`config.mk`:
```
export PLATFORM = sky130hd
export DESIGN_NAME = utf8_bmp_stream_decoder_flat
export DESIGN_NICKNAME = d
export VERILOG_FILES = /design/src/hw/rtl/ubsd_pkg.sv /design/src/hw/rtl/ubsd_if.sv /design/src/hw/rtl/utf8_bmp_stream_decoder.sv /design/src/hw/rtl/ubsd_front.sv /design/src/hw/rtl/ubsd_queue.sv /design/src/hw/rtl/ubsd_back.sv /design/src/flat_wrapper.sv
export SDC_FILE = /design/constraint.sdc
export NUM_CORES = 1
export LEC_CHECK = 0
export BUFFER_PORTS_ARGS = -buffer_cell sky130_fd_sc_hd__buf_2
export CAP_MARGIN = 20
export CORE_ASPECT_RATIO = 1.25
export CORE_MARGIN = 10
export CORE_UTILIZATION = 50
export DETAILED_ROUTE_END_ITERATION = 10
export PLACE_DENSITY = 0.7
export SETUP_SLACK_MARGIN = 0.05
export SLEW_MARGIN = 20
export SYNTH_ARGS = -nofsm -noshare
export SYNTH_HDL_FRONTEND = slang
export SYNTH_SLANG_ARGS = --single-unit
```
`constraint.sdc`:
```
create_clock -name clk_i -period 3.2 [get_ports clk_i]
set_input_delay 0.32 -clock clk_i [delete_from_list [all_inputs] [get_ports clk_i]]
set_output_delay 0.32 -clock clk_i [all_outputs]
set_load 0.02 [all_outputs]
```
`src/hw/rtl/ubsd_pkg.sv`:
```
// Package for the UTF-8 BMP stream decoder: payload types, queue entry type,
// byte classification constants and helper functions. No dependencies.
`default_nettype none

package ubsd_pkg;

  typedef logic [7:0]  text_byte_t;
  typedef logic [15:0] code_point_t;

  localparam code_point_t REPL_RESET = 16'hFFFD;

  // Byte classification constants
  localparam text_byte_t CONT_MASK  = 8'hC0;
  localparam text_byte_t CONT_TAG   = 8'h80;
  localparam text_byte_t LEAD2_LO   = 8'hC2;
  localparam text_byte_t LEAD3_HI   = 8'hEF;
  localparam text_byte_t LEAD3_MASK = 8'hF0;
  localparam text_byte_t LEAD3_TAG  = 8'hE0;
  localparam text_byte_t ASCII_LIM  = 8'h80;
  localparam code_point_t MIN_2BYTE = 16'h0080;
  localparam code_point_t MIN_3BYTE = 16'h0800;

  // Queue between front and back
  localparam int unsigned QDEPTH = 4;
  localparam int unsigned QPTR_W = $clog2(QDEPTH);

  typedef logic [QPTR_W-1:0] qptr_t;
  typedef logic [QPTR_W:0]   qcount_t;

  // One request: cnt results (1..3); all but the last are the replacement
  // code; the last is val when has_val is set, else the replacement code.
  typedef struct packed {
    logic [1:0]  cnt;
    logic        has_val;
    code_point_t val;
  } queue_entry_t;

  // Outcome of decoding a byte with nothing held
  typedef struct packed {
    logic emit;
    logic is_val;
    logic hold;
  } start_t;

  function automatic logic is_cont(text_byte_t b);
    return (b & CONT_MASK) == CONT_TAG;
  endfunction

  function automatic start_t start_decode(text_byte_t b);
    start_t s;
    s = '0;
    if (b < ASCII_LIM) begin
      s.emit   = 1'b1;
      s.is_val = 1'b1;
    end else if (b >= LEAD2_LO && b <= LEAD3_HI) begin
      s.hold = 1'b1;
    end else begin
      s.emit = 1'b1;
    end
    return s;
  endfunction

endpackage

`default_nettype wire

```
`src/hw/rtl/ubsd_if.sv`:
```
// Valid/ready channel interfaces for the decoder: byte input and code point
// output. Depends on ubsd_pkg for the payload types.
`default_nettype none

interface ubsd_byte_if;
  import ubsd_pkg::*;
  logic       valid;
  logic       ready;
  text_byte_t text_byte;

  modport source (output valid, output text_byte, input ready);
  modport sink   (input valid, input text_byte, output ready);
endinterface

interface ubsd_cp_if;
  import ubsd_pkg::*;
  logic        valid;
  logic        ready;
  code_point_t code_point;
  logic        last_of_run;

  modport source (output valid, output code_point, output last_of_run, input ready);
  modport sink   (input valid, input code_point, input last_of_run, output ready);
endinterface

`default_nettype wire

```
`src/hw/rtl/utf8_bmp_stream_decoder.sv`:
```
// Top level of the UTF-8 BMP stream decoder: replacement code register and
// the front, queue and back parts. Depends on ubsd_pkg, ubsd_if and submodules.
`default_nettype none

// Takes one UTF-8 byte per cycle on in_byte_i and gives 16-bit code points on
// out_cp_o, with last_of_run set on the final code point that a byte causes.
// A byte enters in the cycle it is offered as long as the four-entry request
// queue has room; each byte causes zero to three code points, and the output
// register issues one code point per cycle, so bytes flow at one per cycle
// while they average at most one result each and the sink keeps up. Broken
// or overlong sequences, bad lead bytes and stray continuation bytes yield the
// replacement code held in the cfg register (reset FFFD), one per offending
// byte; a zero byte flushes the held bytes as replacements. Write the
// replacement code only while the decoder is idle.
module utf8_bmp_stream_decoder (
  input  wire logic                  clk_i,
  input  wire logic                  rst_ni,
  input  wire logic                  cfg_we_i,
  input  wire ubsd_pkg::code_point_t cfg_wdata_i,
  ubsd_byte_if.sink                  in_byte_i,
  ubsd_cp_if.source                  out_cp_o
);
  import ubsd_pkg::*;

  code_point_t  repl_q, repl_d;
  logic         push;
  logic         full;
  logic         pop;
  logic         empty;
  queue_entry_t push_entry;
  queue_entry_t head_entry;

  assign repl_d = cfg_we_i ? cfg_wdata_i : repl_q;

  always_ff @(posedge clk_i or negedge rst_ni) begin
    if (!rst_ni) begin
      repl_q <= REPL_RESET;
    end else begin
      repl_q <= repl_d;
    end
  end

  ubsd_front u_front (
    .clk_i    (clk_i),
    .rst_ni   (rst_ni),
    .byte_i   (in_byte_i),
    .q_full_i (full),
    .push_o   (push),
    .entry_o  (push_entry)
  );

  ubsd_queue u_queue (
    .clk_i   (clk_i),
    .rst_ni  (rst_ni),
    .push_i  (push),
    .entry_i (push_entry),
    .full_o  (full),
    .pop_i   (pop),
    .entry_o (head_entry),
    .empty_o (empty)
  );

  ubsd_back u_back (
    .clk_i   (clk_i),
    .rst_ni  (rst_ni),
    .repl_i  (repl_q),
    .entry_i (head_entry),
    .empty_i (empty),
    .pop_o   (pop),
    .cp_o    (out_cp_o)
  );

endmodule

`default_nettype wire

```
`src/hw/rtl/ubsd_front.sv`:
```
// Front part: accepts text bytes, tracks the held sequence and turns each
// byte into at most one queue request. Depends on ubsd_pkg and ubsd_if.
`default_nettype none

module ubsd_front (
  input  wire logic                  clk_i,
  input  wire logic                  rst_ni,
  ubsd_byte_if.sink                  byte_i,
  input  wire logic                  q_full_i,
  output logic                       push_o,
  output ubsd_pkg::queue_entry_t     entry_o
);
  import ubsd_pkg::*;

  text_byte_t lead_q, lead_d;
  text_byte_t second_q, second_d;
  logic [1:0] count_q, count_d;

  text_byte_t  b;
  start_t      s;
  logic        use_start;
  logic [1:0]  pre;
  logic [1:0]  n;
  logic        has_val;
  code_point_t val;
  code_point_t v2;
  code_point_t v3;
  logic        accept;

  assign b      = byte_i.text_byte;
  assign s      = start_decode(b);
  assign v2     = {5'b0, lead_q[4:0], b[5:0]};
  assign v3     = {lead_q[3:0], second_q[5:0], b[5:0]};
  assign accept = byte_i.valid && byte_i.ready;

  always_comb begin
    n         = 2'd0;
    has_val   = 1'b0;
    val       = {8'h00, b};
    pre       = 2'd0;
    use_start = 1'b0;
    lead_d    = '0;
    second_d  = '0;
    count_d   = 2'd0;
    if (b == '0) begin
      // end of text: flush each held byte as a replacement
      n = (count_q == 2'd0) ? 2'd0 : ((count_q == 2'd1) ? 2'd1 : 2'd2);
    end else if (count_q == 2'd0) begin
      use_start = 1'b1;
    end else if (count_q == 2'd1) begin
      if ((lead_q & LEAD3_MASK) == LEAD3_TAG) begin
        if (is_cont(b)) begin
          lead_d   = lead_q;
          second_d = b;
          count_d  = 2'd2;
        end else begin
          pre       = 2'd1;
          use_start = 1'b1;
        end
      end else if (is_cont(b)) begin
        if (v2 >= MIN_2BYTE) begin
          n       = 2'd1;
          has_val = 1'b1;
          val     = v2;
        end else begin
          n = 2'd2;
        end
      end else begin
        pre       = 2'd1;
        use_start = 1'b1;
      end
    end else begin
      if (is_cont(b) && v3 >= MIN_3BYTE) begin
        n       = 2'd1;
        has_val = 1'b1;
        val     = v3;
      end else begin
        pre       = 2'd2;
        use_start = 1'b1;
      end
    end

    // broken or empty state: decode the current byte afresh
    if (use_start) begin
      n       = pre + {1'b0, s.emit};
      has_val = s.emit && s.is_val;
      if (s.hold) begin
        lead_d  = b;
        count_d = 2'd1;
      end
    end
  end

  assign byte_i.ready    = !q_full_i;
  assign push_o          = accept && (n != 2'd0);
  assign entry_o.cnt     = n;
  assign entry_o.has_val = has_val;
  assign entry_o.val     = val;

  always_ff @(posedge clk_i or negedge rst_ni) begin
    if (!rst_ni) begin
      lead_q   <= '0;
      second_q <= '0;
      count_q  <= 2'd0;
    end else if (accept) begin
      lead_q   <= lead_d;
      second_q <= second_d;
      count_q  <= count_d;
    end
  end

endmodule

`default_nettype wire

```
`src/hw/rtl/ubsd_queue.sv`:
```
// Short request queue between the front and back parts of the decoder.
// Depends on ubsd_pkg.
`default_nettype none

module ubsd_queue (
  input  wire logic                  clk_i,
  input  wire logic                  rst_ni,
  input  wire logic                  push_i,
  input  wire ubsd_pkg::queue_entry_t entry_i,
  output logic                       full_o,
  input  wire logic                  pop_i,
  output ubsd_pkg::queue_entry_t     entry_o,
  output logic                       empty_o
);
  import ubsd_pkg::*;

  queue_entry_t slots_q [QDEPTH];
  qptr_t        wr_q, wr_d;
  qptr_t        rd_q, rd_d;
  qcount_t      cnt_q, cnt_d;
  logic         do_push;
  logic         do_pop;

  assign full_o  = (cnt_q == qcount_t'(QDEPTH));
  assign empty_o = (cnt_q == '0);
  assign entry_o = slots_q[rd_q];
  assign do_push = push_i && !full_o;
  assign do_pop  = pop_i && !empty_o;

  always_comb begin
    wr_d  = do_push ? wr_q + qptr_t'(1) : wr_q;
    rd_d  = do_pop ? rd_q + qptr_t'(1) : rd_q;
    cnt_d = cnt_q + qcount_t'(do_push) - qcount_t'(do_pop);
  end

  always_ff @(posedge clk_i) begin
    if (do_push) begin
      slots_q[wr_q] <= entry_i;
    end
  end

  always_ff @(posedge clk_i or negedge rst_ni) begin
    if (!rst_ni) begin
      wr_q  <= '0;
      rd_q  <= '0;
      cnt_q <= '0;
    end else begin
      wr_q  <= wr_d;
      rd_q  <= rd_d;
      cnt_q <= cnt_d;
    end
  end

endmodule

`default_nettype wire

```
`src/hw/rtl/ubsd_back.sv`:
```
// Back part: expands each queued request into the output register, one code
// point per cycle while the sink keeps up. Depends on ubsd_pkg and ubsd_if.
`default_nettype none

module ubsd_back (
  input  wire logic                  clk_i,
  input  wire logic                  rst_ni,
  input  wire ubsd_pkg::code_point_t repl_i,
  input  wire ubsd_pkg::queue_entry_t entry_i,
  input  wire logic                  empty_i,
  output logic                       pop_o,
  ubsd_cp_if.source                  cp_o
);
  import ubsd_pkg::*;

  logic        valid_q, valid_d;
  code_point_t cp_q, cp_d;
  logic        last_q, last_d;
  logic [1:0]  idx_q, idx_d;
  logic        load;
  logic        final_one;

  assign load      = !valid_q || cp_o.ready;
  assign final_one = (idx_q == entry_i.cnt - 2'd1);
  assign pop_o     = load && !empty_i && final_one;

  always_comb begin
    valid_d = valid_q;
    cp_d    = cp_q;
    last_d  = last_q;
    idx_d   = idx_q;
    if (load) begin
      valid_d = !empty_i;
      if (!empty_i) begin
        cp_d   = (final_one && entry_i.has_val) ? entry_i.val : repl_i;
        last_d = final_one;
        // advance within the request, or drop it once its last result is out
        idx_d  = final_one ? 2'd0 : idx_q + 2'd1;
      end
    end
  end

  always_ff @(posedge clk_i or negedge rst_ni) begin
    if (!rst_ni) begin
      valid_q <= 1'b0;
      idx_q   <= 2'd0;
    end else begin
      valid_q <= valid_d;
      idx_q   <= idx_d;
    end
  end

  always_ff @(posedge clk_i) begin
    cp_q   <= cp_d;
    last_q <= last_d;
  end

  assign cp_o.valid       = valid_q;
  assign cp_o.code_point  = cp_q;
  assign cp_o.last_of_run = last_q;

endmodule

`default_nettype wire
```
`src/flat_wrapper.sv`:
```
// flat-port wrapper written by rule: the top's interface ports become plain ports
module utf8_bmp_stream_decoder_flat import ubsd_pkg::*;
  (clk_i, rst_ni, cfg_we_i, cfg_wdata_i, in_byte_i_valid, in_byte_i_text_byte, in_byte_i_ready, out_cp_o_valid, out_cp_o_code_point, out_cp_o_last_of_run, out_cp_o_ready);
  ubsd_byte_if in_byte_i_i ();
  ubsd_cp_if out_cp_o_i ();
  input  wire logic clk_i;
  input  wire logic rst_ni;
  input  wire logic cfg_we_i;
  input  wire ubsd_pkg::code_point_t cfg_wdata_i;
  input wire logic [$bits(in_byte_i_i.valid)-1:0] in_byte_i_valid;
  input wire logic [$bits(in_byte_i_i.text_byte)-1:0] in_byte_i_text_byte;
  output wire logic [$bits(in_byte_i_i.ready)-1:0] in_byte_i_ready;
  output wire logic [$bits(out_cp_o_i.valid)-1:0] out_cp_o_valid;
  output wire logic [$bits(out_cp_o_i.code_point)-1:0] out_cp_o_code_point;
  output wire logic [$bits(out_cp_o_i.last_of_run)-1:0] out_cp_o_last_of_run;
  input wire logic [$bits(out_cp_o_i.ready)-1:0] out_cp_o_ready;
  assign in_byte_i_i.valid = in_byte_i_valid;
  assign in_byte_i_i.text_byte = in_byte_i_text_byte;
  assign in_byte_i_ready = in_byte_i_i.ready;
  assign out_cp_o_valid = out_cp_o_i.valid;
  assign out_cp_o_code_point = out_cp_o_i.code_point;
  assign out_cp_o_last_of_run = out_cp_o_i.last_of_run;
  assign out_cp_o_i.ready = out_cp_o_ready;
  utf8_bmp_stream_decoder u_core (.clk_i(clk_i), .rst_ni(rst_ni), .cfg_we_i(cfg_we_i), .cfg_wdata_i(cfg_wdata_i), .in_byte_i(in_byte_i_i), .out_cp_o(out_cp_o_i));
endmodule
```
Word-level counts from Yosys, hierarchy flattened
Memories as Yosys holds them, arrays and structs flattened.
Cells that the tools add are included.
{"block": "word_totals", "in_bits": 29, "out_inout_bits": 19, "ff_bits": 59, "memories": 1, "wordCells": 112, "mem_bits_rw": 76}
{"name": "u_core.u_queue.slots_q", "words": 4, "word_bits": 19, "read_ports": 1, "rd_clocked_by_memory_dff": 0, "write_ports": 1, "line": "ubsd_queue.sv:17", "text": "queue_entry_t slots_q [QDEPTH];"}
{"block": "op_classes", "n_reduce_logical": 19, "n_eq_ne": 5, "addsub": 7, "bitwise": 1, "n_mux": 63, "n_lt_le_gt_ge": 5}
{"op": "two-way mux 16 bit", "count": 5}
{"op": "two-way mux 8 bit", "count": 7}
{"op": "two-way mux 2 bit", "count": 21}
{"op": "two-way mux 11 bit", "count": 3}
{"op": "two-way mux 6 bit", "count": 5}
{"op": "two-way mux 1 bit", "count": 22}
{"op": ">= comparator 16 x 12 -> 1 bit, second input constant", "count": 1}
{"op": ">= comparator 11 x 8 -> 1 bit, second input constant", "count": 1}
{"op": "logical AND 1 bit", "count": 10}
{"op": ">= comparator 8 bit, second input constant", "count": 1}
{"op": "less-or-equal comparator 8 bit, second input constant", "count": 1}
{"op": "logical NOT 8 bit", "count": 1}
{"op": "less-than comparator 8 bit, second input constant", "count": 1}
{"op": "adder 2 x 1 -> 2 bit, second input constant", "count": 3}
{"op": "== test 4 bit, second input constant", "count": 1}
{"op": "adder 3 x 1 -> 3 bit", "count": 1}
{"op": "== test 3 bit, second input constant", "count": 1}
{"op": "logical NOT 1 bit", "count": 3}
{"op": "logical NOT 3 bit", "count": 1}
{"op": "subtractor 3 x 1 -> 3 bit", "count": 1}
{"op": "adder 2 x 1 -> 2 bit", "count": 1}
{"op": "== test 2 x 1 -> 1 bit, second input constant", "count": 1}
{"op": "== test 2 bit", "count": 1}
{"op": "== test 2 bit, second input constant", "count": 1}
{"op": "6 further kinds", "count": 6}

Longest topological paths before layout
{"block": "depth", "ltp_word": 13, "ltp_mapped": 14, "mapped_depth_nobuf": 14}

Cells and area by module
From an unflattened synthesis, not the netlist that was laid out.
{"block": "unflattened", "cells_unflattened": 336, "area_unflattened_um2": 5838.1}
{"mod": "ubsd_queue", "instances": 1, "seq_area_each_um2": 2457.4, "cells_each": 140, "area_each_um2": 3211.8}
{"mod": "ubsd_front", "instances": 1, "seq_area_each_um2": 400.4, "cells_each": 105, "area_each_um2": 984.7}
{"mod": "ubsd_back", "instances": 1, "seq_area_each_um2": 585.6, "cells_each": 57, "area_each_um2": 973.4}
{"mod": "utf8_bmp_stream_decoder", "instances": 1, "seq_area_each_um2": 419.2, "cells_each": 34, "area_each_um2": 668.1}

Worst setup path after synthesis
OpenSTA, ideal clock, no wires.
{"block": "synth_path", "kind": "input to register", "startpoint": "input port in_byte_i_text_byte[4]", "endpoint": "register u_core.u_queue.cnt_q[2]", "t_required_ps": 3077, "cell_stages": 13, "arrival_ps": 3118, "path_slack_ps": -41, "n_path_buf": 0, "setup_time_ps": 123, "cell_sequence": "or4_1 > o211ai_1 > ha_1 > inv_1 > a211o_1 > o221ai_1 > o41ai_4 > ha_1 > inv_1 > ha_1 > fa_1 > xnor2_1 > xnor2_1"}
{"block": "synth_between", "elab_chain_cells": 13, "word_cells_on_any_way": 32, "cone_classes": "3 x add/sub; 5 x order compare; 18 x mux; 6 x reduce/logical"}
{"element": "from (decl)", "line": "flat_wrapper.sv:11", "text": "input wire logic [$bits(in_byte_i_i.text_byte)-1:0] in_byte_i_text_byte;"}
{"element": ">= comparator 16 x 12 -> 1 bit / >= comparator 11 x 8 -> 1 bit (equally long branches)", "line": "ubsd_front.sv:73, ubsd_front.sv:61"}
{"element": "logical AND 1 bit / two-way mux 2 bit (equally long branches)", "line": "ubsd_front.sv:73, ubsd_front.sv:61"}
{"element": "two-way mux 2 bit, on equally long branches", "line": "ubsd_front.sv:73, ubsd_front.sv:60"}
{"element": "two-way mux 2 bit, on equally long branches", "line": "ubsd_front.sv:50, ubsd_front.sv:51"}
{"element": "two-way mux 2 bit, on equally long branches", "line": "ubsd_front.sv:48, ubsd_front.sv:50"}
{"element": "two-way mux 2 bit, on equally long branches", "line": "ubsd_front.sv:45, ubsd_front.sv:48"}
{"element": "adder 2 x 1 -> 2 bit / two-way mux 2 bit (equally long branches)", "line": "ubsd_front.sv:85, ubsd_front.sv:45"}
{"element": "two-way mux 2 bit *", "line": "ubsd_front.sv:84", "text": "if (use_start) begin"}
{"element": "nonzero test 2 bit *", "line": "ubsd_front.sv:95", "text": "assign push_o = accept && (n != 2'd0);"}
{"element": "logical AND 1 bit *", "line": "ubsd_front.sv:95"}
{"element": "logical AND 1 bit *", "line": "ubsd_queue.sv:27", "text": "assign do_push = push_i && !full_o;"}
{"element": "adder 3 x 1 -> 3 bit *", "line": "ubsd_queue.sv:33", "text": "cnt_d = cnt_q + qcount_t'(do_push) - qcount_t'(do_pop);"}
{"element": "subtractor 3 x 1 -> 3 bit *", "line": "ubsd_queue.sv:33"}
{"element": "net u_core.u_queue.cnt_d[2]", "line": "ubsd_queue.sv:20", "text": "qcount_t cnt_q, cnt_d;"}
{"element": "to (signal assigned)", "line": "ubsd_queue.sv:50", "text": "cnt_q <= cnt_d;"}
{"element": "to (decl)", "line": "ubsd_queue.sv:20"}
The timed path passes the listed nets; every way through them passes the cells marked *.
A chain may end at the register's enable or synchronous reset.

Final worst setup path
{"block": "layout_path", "startpoint": "register u_core.u_front.count_q[0]", "endpoint": "register u_core.u_queue.cnt_q[2]"}
{"block": "layout_between", "elab_chain_cells": 11, "word_cells_on_any_way": 20, "cone_classes": "3 x add/sub; 1 x eq/ne; 12 x mux; 4 x reduce/logical"}
{"element": "from (decl)", "line": "ubsd_front.sv:17", "text": "logic [1:0] count_q, count_d;"}
{"element": "from (signal assigned)", "line": "ubsd_front.sv:108", "text": "count_q <= count_d;"}
{"element": "== test 2 x 1 -> 1 bit", "line": "ubsd_front.sv:47, ubsd_front.sv:50"}
{"element": "two-way mux 2 bit", "line": "ubsd_front.sv:50", "text": "end else if (count_q == 2'd1) begin"}
{"element": "two-way mux 2 bit", "line": "ubsd_front.sv:48", "text": "end else if (count_q == 2'd0) begin"}
{"element": "two-way mux 2 bit", "line": "ubsd_front.sv:45", "text": "if (b == '0) begin"}
{"element": "adder 2 x 1 -> 2 bit", "line": "ubsd_front.sv:85", "text": "n = pre + {1'b0, s.emit};"}
{"element": "two-way mux 2 bit *", "line": "ubsd_front.sv:84"}
{"element": "nonzero test 2 bit *", "line": "ubsd_front.sv:95"}
{"element": "logical AND 1 bit *", "line": "ubsd_front.sv:95"}
{"element": "logical AND 1 bit *", "line": "ubsd_queue.sv:27"}
{"element": "adder 3 x 1 -> 3 bit *", "line": "ubsd_queue.sv:33"}
{"element": "subtractor 3 x 1 -> 3 bit *", "line": "ubsd_queue.sv:33"}
{"element": "net u_core.u_queue.cnt_d[2]", "line": "ubsd_queue.sv:20"}
Marks and branches as above.

==> impl_summary.md <==
Timing
The post-route clock period utilization is 0.8832. For the pin with the worst max-slew slack, the measured transition is 593.3 ps. Setup violations remaining at the end of the flow were counted as 0.

The worst-case clock skew is 6.195 ps. Measured against its own limit, the worst slew margin works out to 0.6003. Setup repair after global routing left no endpoint under its margin.

On the final layout, the worst hold slack is 142.6 ps. The number of slew-limit violations in the final report came to 0. The clock period could shrink to around 2800 ps. The number of failing hold endpoints at the final stage came to 0. Timing would allow up to 0.3538 GHz. Summed over all failing endpoints, the final setup total negative slack is 0 ps.

CTS
The clock drives 135 sinks. The TritonCTS clock tree is yes. The buffer cell driving the clock tree root is sky130_fd_sc_hd__clkbuf_16. The number of buffers between clock root and the deepest sink is 2. The clock tree synthesis step divided the H-tree into 4 levels.

After clock tree synthesis, the clock-pin slew on the worst setup and hold paths is 60 ps. The later-pin clock latency in the skew report is 410 ps. TritonCTS created 17 clock buffers.

Layout
The number of antenna repair diodes is 0. The layout cell share with drive strength beyond 1 is 0.3939. The post-route non-filler standard cell count is 564. For this run, the post-layout net count is 453. The area added between synthesis and finish is 20.93%. Measured on the finished design, the core utilization comes to 0.6190.

Die
The die covers between 0.015 and 0.02 mm². The number of core rows is 43. The chip height is 139.1 µm.

From left edge to right edge, the die measures between 100 and 150 µm. The initial utilization of the core area, before any placement, comes to 0.5119. During I/O placement, the number of pins put on the boundary was 48. The standard cell core area is roughly 0.011 mm².

Global route
The initial antenna violation count is 0. The first-pass GRT wire length is 17.37 mm. The all-layer global routing usage is 0.1403. The maximum number of pins on one net before global-route repair is 43.

The number of global-route vias before repair was 3294. The leftover overflow at the end of global routing is 0.

Critical path
Of all nets on the critical path, the largest fanout is 5. The critical path is of the reg2reg type. Data arrives at the worst endpoint at roughly 3200 ps. The required time of the critical path is approximately 3500 ps. STA classifies the critical path endpoint as a flip-flop. The critical path launch point type is a flip-flop.

Synthesis
The share of flip-flops with an asynchronous set or reset after synthesis is 0.3111. After technology mapping, the gate count stands at around 340. The number of storage elements in the synthesis netlist is 135.

The mapped cell area is 0.005673 mm². By area the synthesized netlist is led by sky130_fd_sc_hd__edfxtp_1 (49%), sky130_fd_sc_hd__dfrtp_1 (12%), sky130_fd_sc_hd__mux4_2 (7.5%), sky130_fd_sc_hd__dfstp_2 (6.9%), sky130_fd_sc_hd__mux2_2 (3.4%). The number of unique standard cell types used by synthesis is 48.

By count the netlist is led by sky130_fd_sc_hd__edfxtp_1 (93), sky130_fd_sc_hd__dfrtp_1 (27), sky130_fd_sc_hd__nor2_1 (20). The biggest area contributor in the post-synthesis netlist is sky130_fd_sc_hd__edfxtp_1. The area share of the largest cell type after synthesis is 0.4923.

In the synthesized netlist the dominant register cell turns out to be sky130_fd_sc_hd__edfxtp_1. Yosys printed 0 warnings. The per-instance average area after synthesis is 16.78 µm².

The proportion of synthesized chip area in sequential cells is 0.6809. The number of flops mapped to enable cells by yosys is 93. The synthesized net count is 375. The cell with the most instances after synthesis is sky130_fd_sc_hd__edfxtp_1.

Job
The count of max-cap constraint violations is 0.

Pwr
The design internal power is 4366 µW. The completed layout was analyzed and its total power is slightly above 6000 µW. The worst-case IR drop observed on VDD is 0.3914 mV. For this design the static power due to leakage is 0.002688 µW. For this design the total switching power over the nets is 1714 µW. The total power density per cell area is roughly 900 mW/mm².

The share of total power in combinational logic is 0.272. The proportion of power drawn by the clock network is 0.320. The sequential share of power is 0.408. The fraction of power spent switching nets is 0.2819.

Routing
After detailed routing, the met3 layer carries 692 µm of wire. The detailed-router iteration count before antenna repair is 4. In this run the top signal layer used is met4.

The detailed router placed between 3k and 4k vias in this run. In the routed layout, each cell is associated on average with a via count of 5.569. In the final routed layout, each cell accounts on average for 19.07 µm. The met2 routed wirelength is 5.440 mm.

In the routed design, unresolved DRC markers number 0. The detailed router finished its first iteration with approximately 200 violations. The detail route stage leaves a number of antenna-violating nets equal to 0. Summed over all layers, the routed wires come to 10.76 mm. The detailed router put a total of 4.482 mm of wire on met1.

Placed design
The count of placed standard cells including taps is between 500 and 600. The half-perimeter wire length after placement is 7.398 mm. Routability-driven placement finished with a final weighted congestion of 0.8975. The count of input and output buffers is 47.

Hold path
The worst hold-check path type is in2reg.

Outcome
The run finished with clean final reports.
==> flip-flops by register name, summed over array words and instances, names as in the netlist <==
register	flops
u_core.u_queue.slots_q	76
u_core.repl_q	16
u_core.u_back.cp_o.code_point	16
u_core.u_front.lead_q	8
u_core.u_front.second_q	6
u_core.u_queue.cnt_q	3
u_core.u_back.idx_q	2
u_core.u_front.count_q	2
u_core.u_queue.rd_q	2
u_core.u_queue.wr_q	2
u_core.u_back.cp_o.last_of_run	1
u_core.u_back.cp_o.valid	1
==> kinds of logic (layout without fill, tap and decap cells) <==
group                    after synthesis  count (layout)  share of synthesized area
multiplexers                          57              57                     0.1564
buffers and inverters                 24             115                    0.02073
XOR/XNOR                               6               6                    0.01059
AO/OA/AOI/OAI                         33              33                    0.04455
flip-flops                           135             135                     0.6809
AND/OR/NAND/NOR                       75              75                    0.06793
adder cells (fa/ha/maj)                8               8                    0.01897
==> per-stage QoR <==
step                setup WS (ps)  cell area (µm²)
floorplan                   38.68             5690
global placement            27.11             6241
detailed placement         -35.08             6241
CTS                         370.9             6848
global route                162.5             6860
finish                      373.6             6860
==> critical path: stages (launching register included) <==
cell and delay, ps:
sky130_fd_sc_hd__dfrtp_1 430, sky130_fd_sc_hd__nand2b_1 180, sky130_fd_sc_hd__nor3_1 220, sky130_fd_sc_hd__ha_1 170, sky130_fd_sc_hd__inv_1 50, sky130_fd_sc_hd__a211o_1 270, sky130_fd_sc_hd__o221ai_2 200, sky130_fd_sc_hd__o41ai_4 90
sky130_fd_sc_hd__ha_1 280, sky130_fd_sc_hd__inv_1 30, sky130_fd_sc_hd__ha_1 190, sky130_fd_sc_hd__fa_2 340, sky130_fd_sc_hd__xnor2_1 170, sky130_fd_sc_hd__xnor2_1 140
==> power by group through the flow <==
stage          sequential [µW]  clock, µW  combinational (µW)
3_3_place_gp              2490          0                1650
5_1_grt                   2520       2050                1810
2_1_floorplan             2590          0                1120
3_5_place_dp              2510          0                1690
4_1_cts                   2480       1980                1700
6_report                  2480       1950                1650
==> per-layer routing <==
layer	vias up	global-route usage
met3	13	0.04156
met4	0	0.05614
met1	1576	0.1701
met5	-	0
met2	100	0.2271
li1	1452	-
==> cell usage in the layout (no fill, tap or decap), types with 5 or more instances in the layout <==
cell type and n:
sky130_fd_sc_hd__inv_1 13, sky130_fd_sc_hd__ha_1 7, sky130_fd_sc_hd__mux2i_1 5, sky130_fd_sc_hd__clkbuf_16 17, sky130_fd_sc_hd__and3_1 5, sky130_fd_sc_hd__mux4_2 19
sky130_fd_sc_hd__nand2_1 16, sky130_fd_sc_hd__mux2_1 6, sky130_fd_sc_hd__nand3_1 7, sky130_fd_sc_hd__buf_2 46, sky130_fd_sc_hd__nor2_1 20, sky130_fd_sc_hd__a22o_1 7
sky130_fd_sc_hd__dfrtp_1 27, sky130_fd_sc_hd__nor3_1 5, sky130_fd_sc_hd__mux2_2 17, sky130_fd_sc_hd__nand2b_1 7, sky130_fd_sc_hd__edfxtp_1 93, sky130_fd_sc_hd__buf_4 19
sky130_fd_sc_hd__o21ai_0 5, sky130_fd_sc_hd__mux2_4 10, sky130_fd_sc_hd__dfstp_2 15
==> what timing repair did <==
item,CTS,global route
hold buffers,0,1
buffers inserted,0,0
gates resized for setup,0,0
endpoints found under the hold margin,0,27
==> worst paths after layout <==
path                                           startpoint  depth (start not counted)  slack, ps                        to
worst max-delay path            u_core.u_front.count_q[0]                         13        370   u_core.u_queue.cnt_q[2]
worst min-delay path                       cfg_wdata_i[6]                          2        140          u_core.repl_q[6]
worst max register to register  u_core.u_front.count_q[0]                         13        370   u_core.u_queue.cnt_q[2]
worst min register to register   u_core.u_back.cp_o.valid                          2        490  u_core.u_back.cp_o.valid
max in group asynchronous                          rst_ni                          2       2330          u_core.repl_q[9]
min in group asynchronous                          rst_ni                          2        460    u_core.u_queue.wr_q[1]
==> cell type report <==
class / count / area [µm²]
clock buffers: 19 / 452.9
clock inverters: 13 / 153.9
fillers: 796 / 4223
inverters: 13 / 48.80
multi-input cells: 179 / 1710
flip-flops and latches: 135 / 3862
well taps: 135 / 168.9
repair buffers: 70 / 462.9
Note: power is estimated with default switching activity, not from simulation.
